`config.mk`:
```
export PLATFORM = sky130hd
export DESIGN_NAME = epoch_seconds_calendar_convert
export DESIGN_NICKNAME = d
export VERILOG_FILES = /design/src/hdl/escc_pkg.sv /design/src/hdl/escc_to_cal.sv /design/src/hdl/escc_to_sec.sv /design/src/hdl/epoch_seconds_calendar_convert.sv
export SDC_FILE = /design/constraint.sdc
export NUM_CORES = 2
export LEC_CHECK = 0
export BUFFER_PORTS_ARGS = -buffer_cell sky130_fd_sc_hd__buf_4
export CORE_UTILIZATION = 60
export CTS_CLUSTER_SIZE = 20
export DETAILED_ROUTE_END_ITERATION = 8
export HOLD_SLACK_MARGIN = 0.12
export PLACE_DENSITY = 0.77
export SLEW_MARGIN = 10
export SYNTH_ARGS = -nofsm -noshare
export SYNTH_HDL_FRONTEND = slang
export SYNTH_HIERARCHICAL = 1
export SYNTH_SLANG_ARGS = --single-unit
export TNS_END_PERCENT = 5
```
`constraint.sdc`:
```
create_clock -name aclk -period 11.3 [get_ports aclk]
set_input_delay 2.26 -clock aclk [delete_from_list [all_inputs] [get_ports aclk]]
set_output_delay 2.26 -clock aclk [all_outputs]
set_load 0.005 [all_outputs]
```
`src/hdl/escc_pkg.sv`:
```
// ----------------------------------------------------------------------------
// escc_pkg
// Shared constants and calendar helpers for the epoch/calendar converter.
// ----------------------------------------------------------------------------
package escc_pkg;

    localparam int unsigned PIPE_DEPTH = 7;

    localparam logic [11:0] EPOCH_YEAR = 12'd1970;
    localparam logic [11:0] LAST_YEAR  = 12'd2099;

    // floor(x / c) = (x * RECIP) >> SHIFT over the operand ranges used here
    localparam logic [25:0] DAY_RECIP  = 26'd50903317; // x / 675, x < 2^25
    localparam int unsigned DAY_SHIFT  = 35;
    localparam logic [15:0] YEAR_RECIP = 16'd45965;    // x / 365, x < 2^16
    localparam int unsigned YEAR_SHIFT = 24;
    localparam logic [17:0] HOUR_RECIP = 18'd149131;   // x / 3600, x < 86400
    localparam int unsigned HOUR_SHIFT = 29;
    localparam logic [12:0] MIN_RECIP  = 13'd4370;     // x / 60, x < 3600
    localparam int unsigned MIN_SHIFT  = 18;

    localparam logic [16:0] DAY_SECS  = 17'd86400;
    localparam logic [11:0] HOUR_SECS = 12'd3600;
    localparam logic [7:0]  IDX_2100  = 8'd130;

    typedef logic [8:0] month_tab_t [0:12];
    localparam month_tab_t MONTH_START = '{
        9'd0, 9'd31, 9'd59, 9'd90, 9'd120, 9'd151, 9'd181,
        9'd212, 9'd243, 9'd273, 9'd304, 9'd334, 9'd365
    };

    // year index counts from 1970
    function automatic logic is_leap(input logic [7:0] idx);
        return (idx[1:0] == 2'd2) && (idx != IDX_2100);
    endfunction

    // days from 1970-01-01 to Jan 1 of year 1970+idx
    function automatic logic [15:0] year_start(input logic [7:0] idx);
        logic [15:0] base;
        logic [8:0]  nxt;
        base = 16'(idx) * 16'd365;
        nxt  = {1'b0, idx} + 9'd1;
        return base + 16'(nxt[8:2]) - ((idx > IDX_2100) ? 16'd1 : 16'd0);
    endfunction

    // days of the year before month m (0-based, 0..12)
    function automatic logic [8:0] month_start(input logic [3:0] m, input logic leap);
        logic [8:0] v;
        v = (m > 4'd12) ? MONTH_START[12] : MONTH_START[m];
        return v + ((leap && m >= 4'd2) ? 9'd1 : 9'd0);
    endfunction

endpackage

```
`src/hdl/escc_to_cal.sv`:
```
// ----------------------------------------------------------------------------
// escc_to_cal
// Seven-stage datapath: epoch seconds to year, month, day and time of day.
// ----------------------------------------------------------------------------
module escc_to_cal (
    input  logic        aclk,
    input  logic        en,
    input  logic [31:0] seconds_in,
    output logic [11:0] out_year,
    output logic [3:0]  out_month,
    output logic [4:0]  out_day,
    output logic [4:0]  out_hour,
    output logic [5:0]  out_minute,
    output logic [5:0]  out_second
);
    import escc_pkg::*;

    logic [31:0] s1_sec_reg;
    logic [50:0] s1_q_reg;
    logic [15:0] s2_days_reg;
    logic [31:0] s2_sec_reg;
    logic [15:0] s3_days_reg;
    logic [16:0] s3_tod_reg;
    logic [31:0] s3_cprod_reg;
    logic [15:0] s4_days_reg;
    logic [16:0] s4_tod_reg;
    logic [7:0]  s4_c_reg;
    logic [15:0] s4_st_hi_reg;
    logic [15:0] s4_st_lo_reg;
    logic [34:0] s4_hprod_reg;
    logic [7:0]  s5_idx_reg;
    logic [8:0]  s5_doy_reg;
    logic [4:0]  s5_hour_reg;
    logic [11:0] s5_rem_reg;
    logic [11:0] s6_year_reg;
    logic [3:0]  s6_month_reg;
    logic [4:0]  s6_day_reg;
    logic [4:0]  s6_hour_reg;
    logic [11:0] s6_rem_reg;
    logic [24:0] s6_mprod_reg;
    logic [11:0] s7_year_reg;
    logic [3:0]  s7_month_reg;
    logic [4:0]  s7_day_reg;
    logic [4:0]  s7_hour_reg;
    logic [5:0]  s7_min_reg;
    logic [5:0]  s7_sec_reg;

    logic [48:0] dprod;
    logic [16:0] tod_next;
    logic [7:0]  c_val;
    logic        use_lo;
    logic [15:0] st_sel;
    logic [15:0] doy_full;
    logic [4:0]  hour_val;
    logic [16:0] hsecs;
    logic [16:0] rem_full;
    logic        leap6;
    logic [3:0]  mcnt;
    logic [8:0]  mstart;
    logic [8:0]  dom;
    logic [5:0]  min_val;
    logic [11:0] msecs;
    logic [11:0] sec_full;

    always_comb begin
        dprod    = 49'(s2_days_reg) * 49'(DAY_SECS);
        tod_next = s2_sec_reg[16:0] - dprod[16:0];
        c_val    = s3_cprod_reg[31:24];
        use_lo   = (s4_c_reg != 8'd0) && (s4_days_reg < s4_st_hi_reg);
        st_sel   = use_lo ? s4_st_lo_reg : s4_st_hi_reg;
        doy_full = s4_days_reg - st_sel;
        hour_val = s4_hprod_reg[33:29];
        hsecs    = 17'(hour_val) * 17'(HOUR_SECS);
        rem_full = s4_tod_reg - hsecs;
        leap6    = is_leap(s5_idx_reg);
        mcnt     = '0;
        for (int k = 1; k < 12; k++) begin
            if (s5_doy_reg >= month_start(4'(k), leap6)) mcnt = 4'(k);
        end
        mstart   = month_start(mcnt, leap6);
        dom      = s5_doy_reg - mstart + 9'd1;
        min_val  = s6_mprod_reg[23:18];
        msecs    = 12'(min_val) * 12'd60;
        sec_full = s6_rem_reg - msecs;
    end

    always_ff @(posedge aclk) begin
        if (en) begin
            s1_sec_reg   <= seconds_in;
            s1_q_reg     <= 51'(seconds_in[31:7]) * 51'(DAY_RECIP);

            s2_sec_reg   <= s1_sec_reg;
            s2_days_reg  <= s1_q_reg[50:35];

            s3_days_reg  <= s2_days_reg;
            s3_tod_reg   <= tod_next;
            s3_cprod_reg <= 32'(s2_days_reg) * 32'(YEAR_RECIP);

            s4_days_reg  <= s3_days_reg;
            s4_tod_reg   <= s3_tod_reg;
            s4_c_reg     <= c_val;
            s4_st_hi_reg <= year_start(c_val);
            s4_st_lo_reg <= year_start(c_val - 8'd1);
            s4_hprod_reg <= 35'(s3_tod_reg) * 35'(HOUR_RECIP);

            s5_idx_reg   <= use_lo ? s4_c_reg - 8'd1 : s4_c_reg;
            s5_doy_reg   <= doy_full[8:0];
            s5_hour_reg  <= hour_val;
            s5_rem_reg   <= rem_full[11:0];

            s6_year_reg  <= EPOCH_YEAR + 12'(s5_idx_reg);
            s6_month_reg <= mcnt + 4'd1;
            s6_day_reg   <= dom[4:0];
            s6_hour_reg  <= s5_hour_reg;
            s6_rem_reg   <= s5_rem_reg;
            s6_mprod_reg <= 25'(s5_rem_reg) * 25'(MIN_RECIP);

            s7_year_reg  <= s6_year_reg;
            s7_month_reg <= s6_month_reg;
            s7_day_reg   <= s6_day_reg;
            s7_hour_reg  <= s6_hour_reg;
            s7_min_reg   <= min_val;
            s7_sec_reg   <= sec_full[5:0];
        end
    end

    assign out_year   = s7_year_reg;
    assign out_month  = s7_month_reg;
    assign out_day    = s7_day_reg;
    assign out_hour   = s7_hour_reg;
    assign out_minute = s7_min_reg;
    assign out_second = s7_sec_reg;

endmodule

```
`src/hdl/escc_to_sec.sv`:
```
// ----------------------------------------------------------------------------
// escc_to_sec
// Calendar date and time to epoch seconds, matched to the seven-stage pipe.
// ----------------------------------------------------------------------------
module escc_to_sec (
    input  logic        aclk,
    input  logic        en,
    input  logic [11:0] in_year,
    input  logic [3:0]  in_month,
    input  logic [4:0]  in_day,
    input  logic [4:0]  in_hour,
    input  logic [5:0]  in_minute,
    input  logic [5:0]  in_second,
    output logic [31:0] seconds_out,
    output logic        year_out_of_range
);
    import escc_pkg::*;

    localparam int unsigned TAIL = PIPE_DEPTH - 3;

    logic        s1_oor_reg;
    logic [31:0] s1_days_reg;
    logic [16:0] s1_tp_reg;
    logic        s2_oor_reg;
    logic [31:0] s2_prod_reg;
    logic [16:0] s2_tp_reg;
    logic [31:0] acc_reg [0:TAIL];
    logic        oor_reg [0:TAIL];

    logic        oor;
    logic [7:0]  idx;
    logic [3:0]  mcount;
    logic [31:0] days;
    logic [16:0] tp;

    always_comb begin
        oor    = (in_year < EPOCH_YEAR) || (in_year > LAST_YEAR);
        idx    = 8'(in_year - EPOCH_YEAR);
        mcount = (in_month == 4'd0) ? 4'd0 : in_month - 4'd1;
        days   = 32'(year_start(idx)) + 32'(month_start(mcount, is_leap(idx)))
               + 32'(in_day) - 32'd1;
        tp     = 17'(in_hour) * 17'(HOUR_SECS) + 17'(in_minute) * 17'd60
               + 17'(in_second);
    end

    always_ff @(posedge aclk) begin
        if (en) begin
            s1_oor_reg  <= oor;
            s1_days_reg <= days;
            s1_tp_reg   <= tp;
            s2_oor_reg  <= s1_oor_reg;
            s2_prod_reg <= s1_days_reg * 32'(DAY_SECS);
            s2_tp_reg   <= s1_tp_reg;
            acc_reg[0]  <= s2_oor_reg ? 32'd1 : s2_prod_reg + 32'(s2_tp_reg);
            oor_reg[0]  <= s2_oor_reg;
            for (int k = 1; k <= TAIL; k++) begin
                acc_reg[k] <= acc_reg[k-1];
                oor_reg[k] <= oor_reg[k-1];
            end
        end
    end

    assign seconds_out       = acc_reg[TAIL];
    assign year_out_of_range = oor_reg[TAIL];

endmodule

```
`src/hdl/epoch_seconds_calendar_convert.sv`:
```
// ----------------------------------------------------------------------------
// epoch_seconds_calendar_convert
// Both directions move through the same stage valid bits, so result beats keep input order.
// Throughput: one beat per cycle; the whole pipe holds while m_tready is low
// and the last stage is full.
// Reset: aresetn (synchronous, active low) clears the stage valid bits only.
// ----------------------------------------------------------------------------
module epoch_seconds_calendar_convert (
    input  logic        aclk,
    input  logic        aresetn,
    input  logic        s_tvalid,
    output logic        s_tready,
    // seconds_in[31:0], in_year[43:32], in_month[47:44], in_day[52:48],
    // in_hour[57:53], in_minute[63:58], in_second[69:64]
    input  logic [71:0] s_tdata,
    // operation[0]
    input  logic        s_tuser,
    output logic        m_tvalid,
    input  logic        m_tready,
    // out_year[11:0], out_month[15:12], out_day[20:16], out_hour[25:21],
    // out_minute[31:26], out_second[37:32], seconds_out[69:38],
    // year_out_of_range[70]
    output logic [71:0] m_tdata
);
    import escc_pkg::*;

    logic [PIPE_DEPTH-1:0] vld_reg;
    logic [PIPE_DEPTH-1:0] op_reg;
    logic                  en;

    logic [11:0] c_year;
    logic [3:0]  c_month;
    logic [4:0]  c_day;
    logic [4:0]  c_hour;
    logic [5:0]  c_minute;
    logic [5:0]  c_second;
    logic [31:0] t_seconds;
    logic        t_oor;
    logic        op_last;

    assign en       = !vld_reg[PIPE_DEPTH-1] || m_tready;
    assign s_tready = en;
    assign m_tvalid = vld_reg[PIPE_DEPTH-1];
    assign op_last  = op_reg[PIPE_DEPTH-1];

    always_ff @(posedge aclk) begin
        if (!aresetn) begin
            vld_reg <= '0;
        end else if (en) begin
            vld_reg <= {vld_reg[PIPE_DEPTH-2:0], s_tvalid};
        end
    end

    always_ff @(posedge aclk) begin
        if (en) begin
            op_reg <= {op_reg[PIPE_DEPTH-2:0], s_tuser};
        end
    end

    escc_to_cal u_to_cal (
        .aclk       (aclk),
        .en         (en),
        .seconds_in (s_tdata[31:0]),
        .out_year   (c_year),
        .out_month  (c_month),
        .out_day    (c_day),
        .out_hour   (c_hour),
        .out_minute (c_minute),
        .out_second (c_second)
    );

    escc_to_sec u_to_sec (
        .aclk              (aclk),
        .en                (en),
        .in_year           (s_tdata[43:32]),
        .in_month          (s_tdata[47:44]),
        .in_day            (s_tdata[52:48]),
        .in_hour           (s_tdata[57:53]),
        .in_minute         (s_tdata[63:58]),
        .in_second         (s_tdata[69:64]),
        .seconds_out       (t_seconds),
        .year_out_of_range (t_oor)
    );

    always_comb begin
        m_tdata = '0;
        if (op_last) begin
            m_tdata[69:38] = t_seconds;
            m_tdata[70]    = t_oor;
        end else begin
            m_tdata[11:0]  = c_year;
            m_tdata[15:12] = c_month;
            m_tdata[20:16] = c_day;
            m_tdata[25:21] = c_hour;
            m_tdata[31:26] = c_minute;
            m_tdata[37:32] = c_second;
        end
    end

endmodule
```
==> out/results.tsv <==
metric	value	unit
insertion_delay	0.63	ns
clk_path_buf_depth	3	
async_flop_share	0	%
ys_seq_area_share	31.4	%
setup_viol	0	
fin_crit_sh	80.9	%
crit_slowest_cell	xnor2_1	
gr-total-overflow	0	
cpPeakStageDelay	0.55	ns
grt_pass1_vias	31816	
worstPathArrival	9.51	ns
status	finished clean	
drtPass1Iterations	6	
cts-htree-levels	2	
hold_viol	0	
path_class	primary input to flop	
cts_resized	0	
synth_area	0.0516	mm^2
finalMaxSlewViolations	0	
vias_per_cell	5.29	
die_h	295	um
vias	30329	
layout_min_cycle_time	9.15	ns
dieArea	0.0872	mm^2
fin_tns_setup	0	ns
ant_nets	0	
clk_pin_slew	0.06	ns
ys_ff_latch	542	
synth_top_area_share	31.1	%
grt_usage	21.7	%
root_buffer	clkbuf_16	
wire_per_inst	15.8	um
antenna_found_initial	0	
core_area	0.0851	mm^2
critPathBufInv	4	
area_delta_synth_final	7.92	%
synth_most_common_cell	ha_1	
io_pins	151	
synth_edf_count	535	
gp_congestion	0.909	
crit_path_end_kind	flop	
cts.sink_count	542	
drc	0	
tightestPinTransition	1.11	ns
die_x	295	um
final_nets	6158	
path_delay_family	adder cells	
instances_no_fill	5735	
syn_inst	4398	
crit_fanout	6	
cts_hold_buf	0	
drv_cap	0	
synth_top_cell_by_area	edfxtp_1	
totalWireLength	90300	um
cts-buffers-inserted	53	
rsz0062_at_grt	no	
yosys-top-cells-count	ha_1 (1031), inv_1 (974), edfxtp_1 (535)	
drive_above_1_share	6.25	%
path_common_cell	ha_1	
ys_warn_count	6	
crit_required	11.67	ns
slew_headroom	25.9	%
max_freq	109	MHz
n_antenna_cell	0	
rows	107	
dpl.hpwl	73200	um
clock-skew-final	0.0243	ns
ys_types	90	
cts_tree	built	
cts_setup_buffers	0	
hold_path_class	flop to flop	
synthTopCellsByArea	edfxtp_1 (31%), ha_1 (25%), fa_1 (19%)	
cp-start-kind	primary input	
synth_nets	6007	
final_util	65.4	%
numPlacedInstances	5638	
grt_max_degree	187	
largest_reg_flops	160	
start_util	60.6	%
holdWs	0.404	ns
drtIter0Drc	1164	
io_buffer_count	147	
postSynthAreaPerCell	11.7	um^2
ys.flop_type	edfxtp_1	
grt_pass1_wl	152000	um
## layout make-up
class	instances	area (um^2)
Multi-Input combinational cell	2824	31400
Fill cell	6448	29500
Clock inverter	43	515
Timing Repair Buffer	153	1160
Tap cell	1144	1430
Clock buffer	54	1330
Inverter	975	3670
Sequential cell	542	16200
## cells by family after synthesis
kind of cell | after synthesis | share of synthesized area, %
XOR/XNOR | 261 | 4.45
AO/OA/AOI/OAI | 505 | 6.40
other | 1 | 0.00727
flip-flops | 542 | 31.4
adder cells (fa/ha/maj) | 1532 | 44.4
buffers and inverters | 1032 | 7.79
multiplexers | 20 | 0.393
AND/OR/NAND/NOR | 505 | 5.10
## cells in the final DEF (no fill, tap or decap), types with 14 or more instances in the layout
| cell | instances |
|---|---|
| a211oi_1 | 14 |
| a21o_1 | 66 |
| a21oi_1 | 163 |
| a31oi_1 | 14 |
| and2_1 | 48 |
| and3_1 | 17 |
| buf_4 | 152 |
| clkbuf_16 | 53 |
| edfxtp_1 | 535 |
| fa_1 | 501 |
| ha_1 | 1031 |
| inv_1 | 974 |
| mux2i_1 | 18 |
| nand2_1 | 86 |
| nand2b_1 | 25 |
| nand3_1 | 39 |
| nand4_1 | 16 |
| nor2_1 | 111 |
| nor2b_1 | 69 |
| nor3_1 | 38 |
| o21a_1 | 14 |
| o21ai_0 | 91 |
| o21bai_1 | 22 |
| or3_1 | 14 |
| xnor2_1 | 185 |
| xor2_1 | 75 |
## metal layers
layer	vias up	share of wire (%)	global-route usage, %
li1	14977	-	-
met1	14692	44	28.1
met2	532	50	38.7
met3	128	3.4	2.32
met4	0	2.4	5.72
met5	-	0	0
## worst paths after layout
path	end	slack [ns]	startpoint	depth (start not counted)
worst min-delay path	u_to_cal/s4_days_reg[7]	0.40	u_to_cal/s3_days_reg[7]	0
worst min register to register	u_to_cal/s4_days_reg[7]	0.40	u_to_cal/s3_days_reg[7]	0
worst max-delay path	u_to_sec/s1_days_reg[16]	2.15	s_tdata[33]	34
worst max register to register	u_to_cal/s3_cprod_reg[31]	5.13	u_to_cal/s2_days_reg[5]	18
## stage by stage
step	setup WS, ns	cell area, um^2
6_report	2.15	55700
2_1_floorplan	0.872	51600
3_5_place_dp	1.63	53800
5_1_grt	1.68	55700
3_3_place_gp	1.74	53800
4_1_cts	2.28	55700
## worst reg2reg max path, stage by stage (launching register included)
cell	delay, ns
edfxtp_1	0.72
ha_1	0.44
inv_1	0.05
fa_1	0.49
inv_1	0.05
fa_1	0.50
fa_1	0.51
fa_1	0.51
fa_1	0.48
ha_1	0.32
a21o_1	0.16
a21o_1	0.17
a21oi_1	0.22
o221ai_1	0.16
a22o_1	0.20
a311oi_2	0.40
o221ai_1	0.21
a21oi_1	0.22
xnor2_1	0.10
Power is not shown: default switching activity piles up to over one toggle a cycle in this logic, so the estimate is an artifact.
